### config.mk
export PLATFORM = sky130hd
export DESIGN_NAME = mf2d_select
export DESIGN_NICKNAME = d
export VERILOG_FILES = /design/src/hw/rtl/mf2d_pkg.sv /design/src/hw/rtl/mf2d_select.sv
export SDC_FILE = /design/constraint.sdc
export NUM_CORES = 2
export LEC_CHECK = 0
export BUFFER_PORTS_ARGS = -buffer_cell sky130_fd_sc_hd__buf_2
export CORE_MARGIN = 2
export CORE_UTILIZATION = 68
export DETAILED_ROUTE_END_ITERATION = 12
export PLACE_DENSITY_LB_ADDON = 0.2
export RECOVER_POWER = 50
export SYNTH_ARGS = -nofsm -noshare
export SYNTH_HDL_FRONTEND = slang
export SYNTH_SLANG_ARGS = --single-unit
export TNS_END_PERCENT = 10
### constraint.sdc
create_clock -name clk -period 15.2 [get_ports clk]
set_input_delay 2.28 -clock clk [delete_from_list [all_inputs] [get_ports clk]]
set_output_delay 2.28 -clock clk [all_outputs]
set_load 0.05 [all_outputs]
### src/hw/rtl/mf2d_pkg.sv
// Package of the 2-D median filter: pixel types, register codes, control structs.
// No dependencies; compiled before the interfaces and all modules.
package mf2d_pkg;

	localparam int PIX_W      = 8;
	localparam int CHAN_N     = 3;
	localparam int POS_W      = 10;
	localparam int CFG_IDX_W  = 4;
	localparam int CFG_DATA_W = 11;

	// Channel 0 red, 1 green, 2 blue.
	typedef logic [CHAN_N-1:0][PIX_W-1:0] rgb_t;

	typedef enum logic [CFG_IDX_W-1:0] {
		CFG_RADIUS       = 4'd0,
		CFG_FRAME_WIDTH  = 4'd1,
		CFG_FRAME_HEIGHT = 4'd2,
		CFG_GRAY_MODE    = 4'd3
	} cfg_idx_t;

	localparam logic CMD_PIXEL = 1'b0;
	localparam logic CMD_DRAIN = 1'b1;

	// Controls from the sequencer to the selector.
	typedef struct packed {
		logic clear;
		logic shift;
		logic rotate;
	} sel_ctrl_t;

endpackage

### src/hw/rtl/mf2d_select.sv
// Rank selector: ring of window pixels, rotated past a compare row, median per channel.
// Depends on mf2d_pkg.
module mf2d_select
	import mf2d_pkg::*;
#(
	parameter int WIN_MAX = 49,
	localparam int CNT_W = $clog2(WIN_MAX + 1)
) (
	input  logic             clk,
	input  logic             arst_n,
	input  sel_ctrl_t        ctrl,
	input  rgb_t             din,
	input  logic [CNT_W-1:0] half,
	output rgb_t             med
);

	rgb_t               ring_q [WIN_MAX];
	logic [WIN_MAX-1:0] ok_q;
	logic [CHAN_N-1:0][WIN_MAX-1:0] lt_c, eq_c, lt_s1, eq_s1;
	rgb_t               cand_s1;
	logic               cok_s1;
	rgb_t               med_q;

	always_ff @(posedge clk or negedge arst_n) begin
		if (!arst_n) begin
			ok_q   <= '0;
			cok_s1 <= 1'b0;
		end else begin
			cok_s1 <= ctrl.rotate & ok_q[0];
			if (ctrl.clear) begin
				ok_q <= '0;
			end else if (ctrl.shift) begin
				ok_q <= {1'b1, ok_q[WIN_MAX-1:1]};
			end else if (ctrl.rotate) begin
				ok_q <= {ok_q[0], ok_q[WIN_MAX-1:1]};
			end
		end
	end

	always_ff @(posedge clk) begin
		if (ctrl.shift) begin
			for (int i = 0; i < WIN_MAX - 1; i++) ring_q[i] <= ring_q[i+1];
			ring_q[WIN_MAX-1] <= din;
		end else if (ctrl.rotate) begin
			for (int i = 0; i < WIN_MAX - 1; i++) ring_q[i] <= ring_q[i+1];
			ring_q[WIN_MAX-1] <= ring_q[0];
		end
	end

	// Compare the candidate at the head against every valid entry.
	always_comb begin
		for (int c = 0; c < CHAN_N; c++) begin
			for (int j = 0; j < WIN_MAX; j++) begin
				lt_c[c][j] = ok_q[j] & (ring_q[j][c] < ring_q[0][c]);
				eq_c[c][j] = ok_q[j] & (ring_q[j][c] == ring_q[0][c]);
			end
		end
	end

	always_ff @(posedge clk) begin
		lt_s1   <= lt_c;
		eq_s1   <= eq_c;
		cand_s1 <= ring_q[0];
	end

	// Keep the candidate whose rank span covers the middle position.
	always_ff @(posedge clk) begin
		logic [CNT_W:0] less, upto;
		for (int c = 0; c < CHAN_N; c++) begin
			less = (CNT_W + 1)'($countones(lt_s1[c]));
			upto = less + (CNT_W + 1)'($countones(eq_s1[c]));
			if (cok_s1 && (less <= {1'b0, half}) && ({1'b0, half} < upto)) begin
				med_q[c] <= cand_s1[c];
			end
		end
	end

	assign med = med_q;

endmodule

**Word-level counts from Yosys, hierarchy flattened**

Memory sizes are Yosys's and may differ from the RTL's.
Cells that the tools add are included.

- Flip-flop bits (word level): 392
- Bits in latches: 0
- Memory bits (writable): 1176
- Bits in read-only memories: 0
- Bits of input ports: 35
- Output and inout port bits: 24
- Memories: 1

- Add/subtract/negate cells: 291
- Multipliers: 0
- Divide/modulo/power cells: 0
- Magnitude comparators: 153
- Equal/unequal tests: 144
- Shift operators: 0
- Multiplexer cells: 57
- Bitwise gates (word level): 341
- Reductions and logical operators: 7

Memory list:

| name | depth | bits a word | rd ports | clocked after Yosys merged registers in | wr ports | RTL line | source |
|---|---|---|---|---|---|---|---|
| ring_q | 49 | 24 | 49 | 0 | 49 | mf2d_select.sv:17 | `rgb_t ring_q [WIN_MAX];` |

Operator list:

| operator | number |
|---|---|
| $lt A8 B8 Y1 | 147 |
| $mux W24 | 49 |
| $eq A8 B8 Y1 | 144 |
| $and A1 B1 Y1 | 292 |
| $add A1 B1 Y2 | 144 |
| $add A2 B2 Y3 | 72 |
| $mux W49 | 3 |
| $add A3 B3 Y4 | 36 |
| $add A4 B4 Y5 | 18 |
| $or A1 B1 Y1 | 49 |
| $add A6 B6 Y7 | 6 |
| $add A5 B1 Y6 | 6 |
| $add A5 B5 Y6 | 6 |
| $add A7 B7 Y7 | 3 |
| $le A7 B6 Y1 | 3 |
| $lt A6 B7 Y1 | 3 |
| $logic_and A1 B1 Y1 | 6 |
| $mux W1 | 5 |
| $reduce_bool A3 Y1 | 1 |

**Longest topological paths before layout**

- Word-level depth: 9
- Mapped depth: 36

**Worst setup path before layout**

Ideal clock, no wire load.

- Path type: input -> register
- Start point: input port ctrl[1] (netlist bit)
- End point: memory ring_q[0][0] (netlist bit), enable pin
- Library setup time: 2.006 ns
- Data arrival time: 34.275 ns
- Setup slack: -21.080 ns
- Stages: 3
- Cell sequence: nor2_1 > inv_1 > clkbuf_1

RTL lines:

| what | RTL line | source |
|---|---|---|
| from (decl) | mf2d_select.sv:11 | `input sel_ctrl_t ctrl,` |
| to (decl) | mf2d_select.sv:17 |  |

**Worst setup path after layout**

- Start point: register lt_s1[84] (netlist bit)
- End point: register med_q, in the netlist med[9], enable pin

- Longest elaborated chain between the ends: 9

RTL lines:

| what | RTL line | source |
|---|---|---|
| from (decl) | mf2d_select.sv:19 | `logic [CHAN_N-1:0][WIN_MAX-1:0] lt_c, eq_c, lt_s1, eq_s1;` |
| from (signal assigned) | mf2d_select.sv:61 | `lt_s1 <= lt_c;` |
| $add A1 B1 Y2 (implied by the code) (*) | mf2d_select.sv:70 | `less = (CNT_W + 1)'($countones(lt_s1[c]));` |
| $add A2 B2 Y3 (implied by the code) (*) | mf2d_select.sv:70 |  |
| $add A3 B3 Y4 (implied by the code) (*) | mf2d_select.sv:70 |  |
| $add A4 B4 Y5 (implied by the code) (*) | mf2d_select.sv:70 |  |
| $add A5 B1 Y6 (implied by the code) (*) | mf2d_select.sv:70 |  |
| $add A6 B6 Y7 (implied by the code) (*) | mf2d_select.sv:70 |  |
| $add A7 B7 Y7 or $le A7 B6 Y1 (tied branches) | mf2d_select.sv:71, mf2d_select.sv:72 |  |
| $lt A6 B7 Y1 or $logic_and A1 B1 Y1 (tied branches) | mf2d_select.sv:72 | `if (cok_s1 && (less <= {1'b0, half}) && ({1'b0, half} < upto)) begin` |
| $logic_and A1 B1 Y1 (*) | mf2d_select.sv:72 |  |
| to (signal, indexed assignment) | mf2d_select.sv:73 | `med_q[c] <= cand_s1[c];` |
| to (decl) | mf2d_select.sv:22 | `rgb_t med_q;` |

Mark *: on every way between the ends. The rest lies on a longest branch, timed or not.
A chain may end at the register's enable or synchronous reset.

==> metrics <==
outcome finished with violations; failing checks capacitance limit, slew limit; # DRC 0; share of layout cells above drive strength 1 7.14%; post-synthesis sequential area ratio 55.1%; setup ws final 4420 ps; Worst-Margin Slew 3350 ps; slowest cell on the critical path a41oi_2; Max Cap Viol 7; CTS resizes 0; Root Buffer clkbuf_16; Ys Warns 0; GRT Total Usage 31.3%; WS Path Type reg2reg; clk_lat worst skew 780 ps; post-synth top area cell edfxtp_1; CTS buffer count 161; non-filler instance count after layout 7801; commonest non-fill, non-tap cells in the layout ha_1, edfxtp_1, inv_1, nand2_1, a21oi_1; WP data required 15600 ps; drt total wl 182000 um; Longest Clk Path Bufs 3; Initial Utilization 68.2%; R2R depth 33; Std-Cell Rows 125; First DRT Iteration DRCs 4218; Die Y 345 um; Internal 8.00 mW; largest net degree at the start of global routing 201; Post-CTS Hold Buffers 0; Final period util 70.9%; area growth from synthesis to layout 9.59%; Setup Fix Bufs, Post-CTS 0; first-pass GRT wire length 280000 um; initial antenna violation count 15; Main synth FF type edfxtp_1; EDFF count, synth 1200; TritonCTS clock tree built; most common cell after layout, fill and taps aside ha_1; Crit Path Max Fanout 8; Worst path depth 33; VDD IR max 0.000126 V; maximum clock frequency 92.8 MHz; Mapped Cells 5945; Ports 59; Cell variety after synth 35; CTS Sinks 1563; DR vias 48600; Buf+Inv Stages, Crit Path 8; Seq pwr share 48.9%; area share of the largest cell type after synthesis 45.6%; total grt overflow 0; final slew viol count 279; DP Wirelength 130000 um; CP max stage delay 610 ps; Nets 7683; hold path cells 0; ranking of synthesized cells by area edfxtp_1, ha_1, dfxtp_1, fa_1, inv_1; Crit. End Element flop; CP dominant cell by count fa_1; Net Sw Frac 25.9%; Post-Place Worst Slack 4460 ps; CP Data Arrival Time 11180 ps; pwr dens 125 nW/um2; HP Class reg2reg; clock network power share 36.7%; static leakage 36.9 nW; cell count after placement 7500; port bufs 58; Detailed Routing Iterations Pass 1 6; die extent in x 345 um; routability congestion estimate 0.920; NetSw 2.80 mW; WHS 386 ps; clock-pin slew on the worst setup and hold paths 60 ps; Max-slew headroom -124%; Final TNS setup 0 ps; Final setup viols 0; DR vias/cell 6.23; unrepaired setup endpoints after global routing false; Synth Register Bits 1563; number of global-route vias before repair 50500; kind of cell adding the most delay to the critical path adder cells; area of the mapped netlist 79000 um2; post-synth net total 7489; Clock Skew 22.1 ps; syn avg cell area 13.3 um2; Core ar. 116000 um2; # H-tree levels 4; combinational share of power 14.4%; final antenna-violating net count 0; final hold viol count 0; DIE AREA 119000 um2; Post-synth ARST share 3.20%; CP startpoint kind flop; WL per Instance 23.4 um; min cycle time layout 10780 ps
[worst register-to-register path, delay by kind of cell (launching register included)]
kind                       cells  cell delay [ps]
AOI/OAI and AO/OA              7             1500
xor gates and xnor gates       1              180
buffers and inverters          8              480
adders and majority gates     17             7910
DFF                            1              330
[metal layers]
layer | share of wire [%] | vias to the layer above | wire length (um) | track usage [%]
met4 | 3.6 | 10 | 6560 | 11.8
li1 | - | 22300 | - | -
met2 | 48 | 1732 | 87300 | 51.6
met3 | 7.3 | 377 | 13300 | 5.02
met1 | 41 | 24200 | 75100 | 42.1
met5 | 0.036 | - | 66 | 0
[sequential cells by signal, summed over array words and instances (netlist names)]
| signal | count |
|---|---|
| lt_s1 | 144 |
| ok_q | 49 |
| eq_s1 | 145 |
| ring_q | 1176 |
| cok_s1 | 1 |
| cand_s1 | 24 |
| med | 24 |
[through the flow]
stage	area [um2]	power [mW]	utilization (%)
after floorplan	79000	6.40	-
after global placement	81300	6.75	70.2
after detailed placement	81300	6.88	70.2
after CTS	86600	10.8	74.8
after global routing	86500	11.3	74.8
final	86600	10.8	74.8
[final cells by class]
cell class	count	area, um2
Tap cell	1524	1910
Antenna cell	2	5.00
Clock buffer	249	4840
Sequential cell	1563	43600
Multi-Input combinational cell	3627	32600
Clock inverter	50	459
Inverter	687	2590
Timing Repair Buffer	99	608
Fill cell	7092	29200
[final timing paths]
kind / end / slack, ps / startpoint
max in group asynchronous: ok_q[4] / 10880 / arst_n
min in group asynchronous: ok_q[42] / 2580 / arst_n
worst min register to register: cand_s1[2] / 390 / ring_q[0][2]
worst min-delay path: cand_s1[2] / 390 / ring_q[0][2]
worst max register to register: med[9] / 4420 / lt_s1[84]
worst max-delay path: med[9] / 4420 / lt_s1[84]
[power groups by stage]
| stage | sequential (mW) | combinational [mW] | clock [mW] |
|---|---|---|---|
| floorplan | 5.32 | 1.09 | 0 |
| global placement | 5.34 | 1.41 | 0 |
| detailed placement | 5.35 | 1.52 | 0 |
| CTS | 5.27 | 1.56 | 4.00 |
| global route | 5.31 | 1.77 | 4.17 |
| finish | 5.28 | 1.55 | 3.96 |
[cell usage after synthesis (5+ instances only)]
library cell and instances:
a21oi_1 371, o21bai_1 68, o21ai_0 109, nor2b_1 62, edfxtp_1 1200, buf_2 5
a31o_2 82, nand2_1 536, nor4_1 62, a31oi_1 144, fa_1 246, clkbuf_1 61
a211o_1 65, dfxtp_1 313, xnor2_1 15, nor3_1 82, nand3_1 153, nand4_1 82
a21o_1 97, ha_1 1263, nor2_1 13, dfrtp_1 50, nand3b_1 147, inv_1 687
[kinds of logic (layout without fill, tap and decap cells)]
group | count (synthesis) | in the layout | share of synthesized area, %
flip-flops | 1563 | 1563 | 55.1
adder cells (fa/ha/maj) | 1509 | 1509 | 26.2
AND/OR/NAND/NOR | 1149 | 1149 | 7.24
AO/OA/AOI/OAI | 948 | 948 | 7.53
buffers and inverters | 755 | 1085 | 3.60
XOR/XNOR | 18 | 18 | 0.200
multiplexers | 3 | 3 | 0.0428
other | 0 | 2 | 0
Note: power is estimated with default switching activity, not from simulation.
